<file path="src/rtl/core/ryc422_pkg.sv">
// Package for the RGB pixel pair to YCbCr 4:2:2 converter: payload types and constants.
package ryc422_pkg;

  // Fixed-point format of the color matrix
  localparam int FracBits = 16;
  localparam int CoefW    = 18;

  // Luma weights (value * 65536, truncated toward zero)
  localparam logic signed [CoefW-1:0] KYR = 18'sd19595;
  localparam logic signed [CoefW-1:0] KYG = 18'sd38469;
  localparam logic signed [CoefW-1:0] KYB = 18'sd7471;
  // Cb weights
  localparam logic signed [CoefW-1:0] KUR = -18'sd11075;
  localparam logic signed [CoefW-1:0] KUG = -18'sd21692;
  localparam logic signed [CoefW-1:0] KUB = 18'sd32768;
  // Cr weights
  localparam logic signed [CoefW-1:0] KVR = 18'sd32768;
  localparam logic signed [CoefW-1:0] KVG = -18'sd27459;
  localparam logic signed [CoefW-1:0] KVB = -18'sd5308;

  // Offsets and clamp bounds
  localparam int LumaOffset   = 16;
  localparam int ChromaOffset = 128;
  localparam int LumaMin      = 16;
  localparam int LumaMax      = 235;
  localparam int ChromaMin    = 16;
  localparam int ChromaMax    = 240;

  // Pipeline depth from start to result strobe
  localparam int Latency = 4;

  // One request: two horizontally adjacent RGB pixels
  typedef struct packed {
    logic [7:0] first_red;
    logic [7:0] first_green;
    logic [7:0] first_blue;
    logic [7:0] second_red;
    logic [7:0] second_green;
    logic [7:0] second_blue;
  } pix_req_t;

  // One result: packed Y1, Cb, Y2, Cr from the most significant byte down
  typedef struct packed {
    logic [7:0] luma_first;
    logic [7:0] chroma_blue;
    logic [7:0] luma_second;
    logic [7:0] chroma_red;
  } ycc_res_t;

endpackage

</file>
<file path="src/rtl/core/ryc422_chan.sv">
// One color channel: weighted sum of R, G, B, floor shift, offset and clamp in three stages.
module ryc422_chan
  import ryc422_pkg::*;
#(
  parameter logic signed [CoefW-1:0] CoefR  = KYR,
  parameter logic signed [CoefW-1:0] CoefG  = KYG,
  parameter logic signed [CoefW-1:0] CoefB  = KYB,
  parameter int                      Offset = LumaOffset,
  parameter int                      MinVal = LumaMin,
  parameter int                      MaxVal = LumaMax
) (
  input  logic       clk_i,
  input  logic [7:0] red_i,
  input  logic [7:0] green_i,
  input  logic [7:0] blue_i,
  output logic [7:0] value_o
);

  localparam int ProdW  = CoefW + 9;
  localparam int SumW   = ProdW + 2;
  localparam int ShiftW = SumW - FracBits;
  localparam int ValW   = ShiftW + 1;

  localparam logic signed [ValW-1:0] OffS = ValW'(Offset);
  localparam logic signed [ValW-1:0] LoS  = ValW'(MinVal);
  localparam logic signed [ValW-1:0] HiS  = ValW'(MaxVal);

  logic signed [ProdW-1:0]  prod_r_d, prod_g_d, prod_b_d;
  logic signed [ProdW-1:0]  prod_r_q, prod_g_q, prod_b_q;
  logic signed [SumW-1:0]   sum_d;
  logic signed [ShiftW-1:0] shift_d, shift_q;
  logic signed [ValW-1:0]   val_d;
  logic [7:0]               value_d, value_q;

  // Multiply each component by its weight
  always_comb begin
    prod_r_d = ProdW'($signed({1'b0, red_i}))   * ProdW'(CoefR);
    prod_g_d = ProdW'($signed({1'b0, green_i})) * ProdW'(CoefG);
    prod_b_d = ProdW'($signed({1'b0, blue_i}))  * ProdW'(CoefB);
  end

  // Sum the products and drop the fraction, rounding toward minus infinity
  always_comb begin
    sum_d   = SumW'(prod_r_q) + SumW'(prod_g_q) + SumW'(prod_b_q);
    shift_d = sum_d[SumW-1:FracBits];
  end

  // Add the offset and clamp into range
  always_comb begin
    val_d = ValW'(shift_q) + OffS;
    if (val_d < LoS) begin
      value_d = LoS[7:0];
    end else if (val_d > HiS) begin
      value_d = HiS[7:0];
    end else begin
      value_d = val_d[7:0];
    end
  end

  // Advance the data stages every cycle
  always_ff @(posedge clk_i) begin
    prod_r_q <= prod_r_d;
    prod_g_q <= prod_g_d;
    prod_b_q <= prod_b_d;
    shift_q  <= shift_d;
    value_q  <= value_d;
  end

  assign value_o = value_q;

endmodule

</file>
<file path="src/rtl/core/rgb_pair_to_ycbcr422_core.sv">
// Top level of the RGB pixel pair to YCbCr 4:2:2 converter.
//
//   port              dir  role
//   start / req_i     in   request: two RGB pixels, taken when start is high and busy low
//   result_valid_o /  out  one-cycle strobe with packed Y1, Cb, Y2, Cr
//     result_o
//
// A request is taken in every cycle; busy stays low.
// Each result passes one input stage (pixel average), then the multiply,
// sum-and-shift and clamp stages in each channel unit.
// Reset clears only the valid bits that travel with the data.
// The receiver cannot stall, so the pipeline never holds.
module rgb_pair_to_ycbcr422_core
  import ryc422_pkg::*;
(
  input  logic     clk_i,
  input  logic     rst_ni,
  input  logic     start,
  output logic     busy,
  input  pix_req_t req_i,
  output logic     result_valid_o,
  output ycc_res_t result_o
);

  logic [Latency-1:0] valid_d, valid_q;
  pix_req_t           pix_q;
  logic [7:0]         avg_r_d, avg_g_d, avg_b_d;
  logic [7:0]         avg_r_q, avg_g_q, avg_b_q;
  logic [8:0]         sum_r, sum_g, sum_b;

  assign busy = 1'b0;

  // Average the two pixels, truncating
  always_comb begin
    sum_r   = {1'b0, req_i.first_red}   + {1'b0, req_i.second_red};
    sum_g   = {1'b0, req_i.first_green} + {1'b0, req_i.second_green};
    sum_b   = {1'b0, req_i.first_blue}  + {1'b0, req_i.second_blue};
    avg_r_d = sum_r[8:1];
    avg_g_d = sum_g[8:1];
    avg_b_d = sum_b[8:1];
  end

  // Capture the request and its average
  always_ff @(posedge clk_i) begin
    pix_q   <= req_i;
    avg_r_q <= avg_r_d;
    avg_g_q <= avg_g_d;
    avg_b_q <= avg_b_d;
  end

  // Shift the valid bits along with the data
  assign valid_d = {valid_q[Latency-2:0], start & ~busy};

  always_ff @(posedge clk_i or negedge rst_ni) begin
    if (!rst_ni) begin
      valid_q <= '0;
    end else begin
      valid_q <= valid_d;
    end
  end

  ryc422_chan #(
    .CoefR(KYR), .CoefG(KYG), .CoefB(KYB),
    .Offset(LumaOffset), .MinVal(LumaMin), .MaxVal(LumaMax)
  ) u_luma_first (
    .clk_i  (clk_i),
    .red_i  (pix_q.first_red),
    .green_i(pix_q.first_green),
    .blue_i (pix_q.first_blue),
    .value_o(result_o.luma_first)
  );

  ryc422_chan #(
    .CoefR(KUR), .CoefG(KUG), .CoefB(KUB),
    .Offset(ChromaOffset), .MinVal(ChromaMin), .MaxVal(ChromaMax)
  ) u_chroma_blue (
    .clk_i  (clk_i),
    .red_i  (avg_r_q),
    .green_i(avg_g_q),
    .blue_i (avg_b_q),
    .value_o(result_o.chroma_blue)
  );

  ryc422_chan #(
    .CoefR(KYR), .CoefG(KYG), .CoefB(KYB),
    .Offset(LumaOffset), .MinVal(LumaMin), .MaxVal(LumaMax)
  ) u_luma_second (
    .clk_i  (clk_i),
    .red_i  (pix_q.second_red),
    .green_i(pix_q.second_green),
    .blue_i (pix_q.second_blue),
    .value_o(result_o.luma_second)
  );

  ryc422_chan #(
    .CoefR(KVR), .CoefG(KVG), .CoefB(KVB),
    .Offset(ChromaOffset), .MinVal(ChromaMin), .MaxVal(ChromaMax)
  ) u_chroma_red (
    .clk_i  (clk_i),
    .red_i  (avg_r_q),
    .green_i(avg_g_q),
    .blue_i (avg_b_q),
    .value_o(result_o.chroma_red)
  );

  assign result_valid_o = valid_q[Latency-1];

endmodule

</file>
<file path="config.mk">
export PLATFORM = sky130hd
export DESIGN_NAME = rgb_pair_to_ycbcr422_core
export DESIGN_NICKNAME = d
export VERILOG_FILES = /design/src/rtl/core/ryc422_pkg.sv /design/src/rtl/core/ryc422_chan.sv /design/src/rtl/core/rgb_pair_to_ycbcr422_core.sv
export SDC_FILE = /design/constraint.sdc
export NUM_CORES = 2
export LEC_CHECK = 0
export BUFFER_PORTS_ARGS = -buffer_cell sky130_fd_sc_hd__clkbuf_2
export CAP_MARGIN = 20
export CORE_MARGIN = 3
export CORE_UTILIZATION = 32
export DETAILED_ROUTE_END_ITERATION = 6
export GPL_ROUTABILITY_DRIVEN = 1
export PLACE_DENSITY_LB_ADDON = 0.15
export SYNTH_ARGS = -nofsm -noshare
export SYNTH_HDL_FRONTEND = slang
export SYNTH_HIERARCHICAL = 1
export SYNTH_SLANG_ARGS = --single-unit
</file>
<file path="constraint.sdc">
create_clock -name clk_i -period 4.2 [get_ports clk_i]
set_input_delay 0.63 -clock clk_i [delete_from_list [all_inputs] [get_ports clk_i]]
set_output_delay 0.63 -clock clk_i [all_outputs]
set_load 0.03 [all_outputs]
</file>
==> impl_metrics.yaml <==
floorplanning:
  initial_core_util_pct: 32.4
  fp.dieW_um: 334
  die_area_um2: 111000
  io_pins: 85
  core-area_um2: 106000
  die_h_um: 334
  rows: 119
yosys:
  synthTopCellsByArea: "ha_1 (26%), dfxtp_1 (22%), fa_1 (19%)"
  synth_async_sr_flop_share_pct: 1.03
  postSynthAreaPerCell_um2: 10.0
  synth_top_area_share_pct: 26.2
  yosys.area.top_type: "ha_1"
  seq_area_frac_synth_pct: 22.7
  synth.net_count: 4523
  synth_edf_count: 0
  syn_area_um2: 34400
  syn_inst: 3422
  ys_types: 91
  synth_flop_cell: "dfxtp_1"
  ys_seq_elements: 389
  synth_warnings: 6
place:
  dpl.hpwl_um: 70600
  gp_congestion: 0.823
  io_buffers: 83
  dp_cells: 5064
  placed_cell_area_um2: 37900
finish:
  final_core_util_pct: 38.3
  fin_nets: 4841
  areaGrowthSynthToFinish_pct: 18.0
  drive_above_1_share_pct: 14.9
  fin_cells: 5175
  final_area_um2: 40600
  layout_common_cells: "ha_1 (682), inv_1 (608), dfxtp_1 (365), fa_1 (320), buf_4 (183)"
  mostFrequentLayoutCell: "ha_1"
route:
  routed_wl_um: 83200
  vias: 23601
  vias_per_cell: 4.56
  drc: 0
  wl_per_cell_um: 16.1
  drt-initial-drc-count: 913
  ant_nets: 0
  dr.pass1.iters: 5
global_routing:
  grt-busiest-layer: "met2"
  overflow: 0
  grt_max_degree: 14
  grtUsageMet3_pct: 2.34
  antenna_found_initial: 6
  grt_pass1_vias: 24598
  grt.met2_usage_pct: 24.1
  grt_pass1_wl_um: 133000
  grt_usage_pct: 15.1
  met1_usage_pct: 21.9
timing:
  maxSlewHeadroom_pct: 46.7
  hold_viol: 0
  tightestPinTransition_ps: 791
  period_minus_slack_ps: 4150
  min_period_over_period_pct: 98.8
  clock_skew_ps: 19.6
  drv_slew: 0
  rsz0062_at_grt: "yes"
  fmax_mhz: 241
  finalSetupViolations: 0
clock_tree:
  clock_latency_ps: 620
  h-tree-depth: 2
  clock_path_buffers: 3
  clockRootBuffer: "clkbuf_16"
  cts_tree: "built"
  clkSinkCount: 389
  cts-buffers-inserted: 51
  clk_pin_slew_ps: 60
critical_path:
  slowest_delay_ps: 580
  path_class: "register to register"
  crit_fanout: 3
  cp_slowest_cell: "fa_1"
  worst_setup_path_end_kind: "register"
  cp.required_ps: 4760
  worst_ep_arrival_time_ps: 4710
  cp_top_family: "adder cells"
  path_cells: "fa_1 -> inv_2 -> fa_1 -> inv_2 -> fa_1 -> inv_1 -> fa_2 -> inv_2 -> ha_4 -> o21a_1 -> o31ai_4 -> a21oi_2 -> o311ai_2 -> a211o_1 -> a211o_1 -> nand3_2"
  critPathBufInv: 4
  start_kind: "register"
run_status:
  status: "completed"
run:
  max-cap-violations: 0
hold_path:
  hold_path.class: "input port to register"
==> worst register-to-register path, cell delays in order, from the launching register on <==
cell and delay, ps:
dfxtp_2 330, fa_1 580, inv_2 50, fa_1 490
inv_2 40, fa_1 500, inv_1 50, fa_2 520
inv_2 40, ha_4 260, o21a_1 160, o31ai_4 90
a21oi_2 190, o311ai_2 110, a211o_1 310, a211o_1 280
nand3_2 80
==> cell usage after synthesis (9+ instances only) <==
cell type / number
nor2_1: 131
nor4_1: 17
a21o_1: 66
and3_1: 26
nand3_1: 54
nand2b_1: 30
nor3_1: 52
ha_1: 719
mux2i_1: 9
o211ai_1: 13
or2_2: 10
a21oi_1: 193
a31oi_1: 20
nand4_1: 23
xnor2_1: 151
and2_1: 16
inv_1: 634
xor2_1: 59
a211oi_1: 17
o21ai_0: 66
nor2b_1: 26
o21bai_1: 23
a21boi_0: 12
o21ai_1: 21
o21a_1: 35
or3_1: 10
fa_1: 331
nand2_1: 112
a211o_1: 9
dfxtp_1: 385
o31ai_1: 11
==> cells by family after synthesis <==
group           Yosys count  synth area share [%]
simple gates            534                  7.72
mux                      10                 0.295
compound gates          586                  11.4
fa+ha+maj              1050                  45.4
other cells               1                0.0109
buf+inv                 642                  7.02
xor+xnor                210                  5.35
flops                   389                  22.7
==> flip-flops by register name, indices dropped and copies added, names as in the netlist, 9 cells and up <==
name and count:
u_luma_first/prod_g_q 24, u_luma_second/prod_b_q 21, u_chroma_blue/shift_q 11, pix_q 48, u_chroma_red/prod_b_q 21, u_chroma_red/shift_q 11, u_chroma_red/prod_g_q 23, u_luma_first/prod_b_q 21
u_luma_second/prod_g_q 24, u_luma_first/prod_r_q 23, u_luma_second/prod_r_q 23, u_chroma_blue/prod_g_q 23, u_chroma_blue/prod_r_q 22, u_luma_second/shift_q 9, u_luma_first/shift_q 9
==> metrics by stage <==
stage          hold slack [ps]  setup WS [ps]  TNS (ps)
2_1_floorplan              331          -23.0     -23.0
3_5_place_dp               336           -146      -585
6_report                   119           52.2         0
4_1_cts                   57.3           3.36         0
3_3_place_gp               335           -105      -253
5_1_grt                   75.2          -87.0      -358
==> final cells by class <==
class,instances,area [um^2]
Timing Repair Buffer,272,1860
Multi-Input combinational cell,2391,25000
Clock inverter,29,349
Sequential cell,389,7850
Antenna cell,3,7.51
Tap cell,1391,1740
Fill cell,10738,65400
Clock buffer,65,1400
Inverter,635,2390
==> timing repair <==
action,4_1_cts,5_1_grt
setup endpoints to repair,17,41
hold buffers,1,0
setup buffers,4,10
endpoints found under the hold margin,4,0
pin swaps,24,99
resized for setup,21,164
==> metal layers <==
layer	vias up	part of all wire, %	routed length, um
met2	238	44	36800
met1	11114	51	42300
met4	4	1.6	1360
met5	-	0.030	25
li1	12174	-	-
met3	71	3.3	2780
==> path summary, 6_finish.rpt <==
check                                            end       start  slack, ps  cells after the start
max                        u_luma_first/prod_b_q[19]   pix_q[29]         50                     16
min                                       valid_q[0]       start        120                      1
max reg2reg                u_luma_first/prod_b_q[19]   pix_q[29]         50                     16
min reg2reg                               valid_q[2]  valid_q[1]        350                      0
max in group asynchronous                 valid_q[3]      rst_ni       3730                      2
min in group asynchronous                 valid_q[1]      rst_ni        350                      2
Power is left out: the tool's default activity adds up to more than one toggle a clock period on the data nets, which glitch-free logic cannot reach.
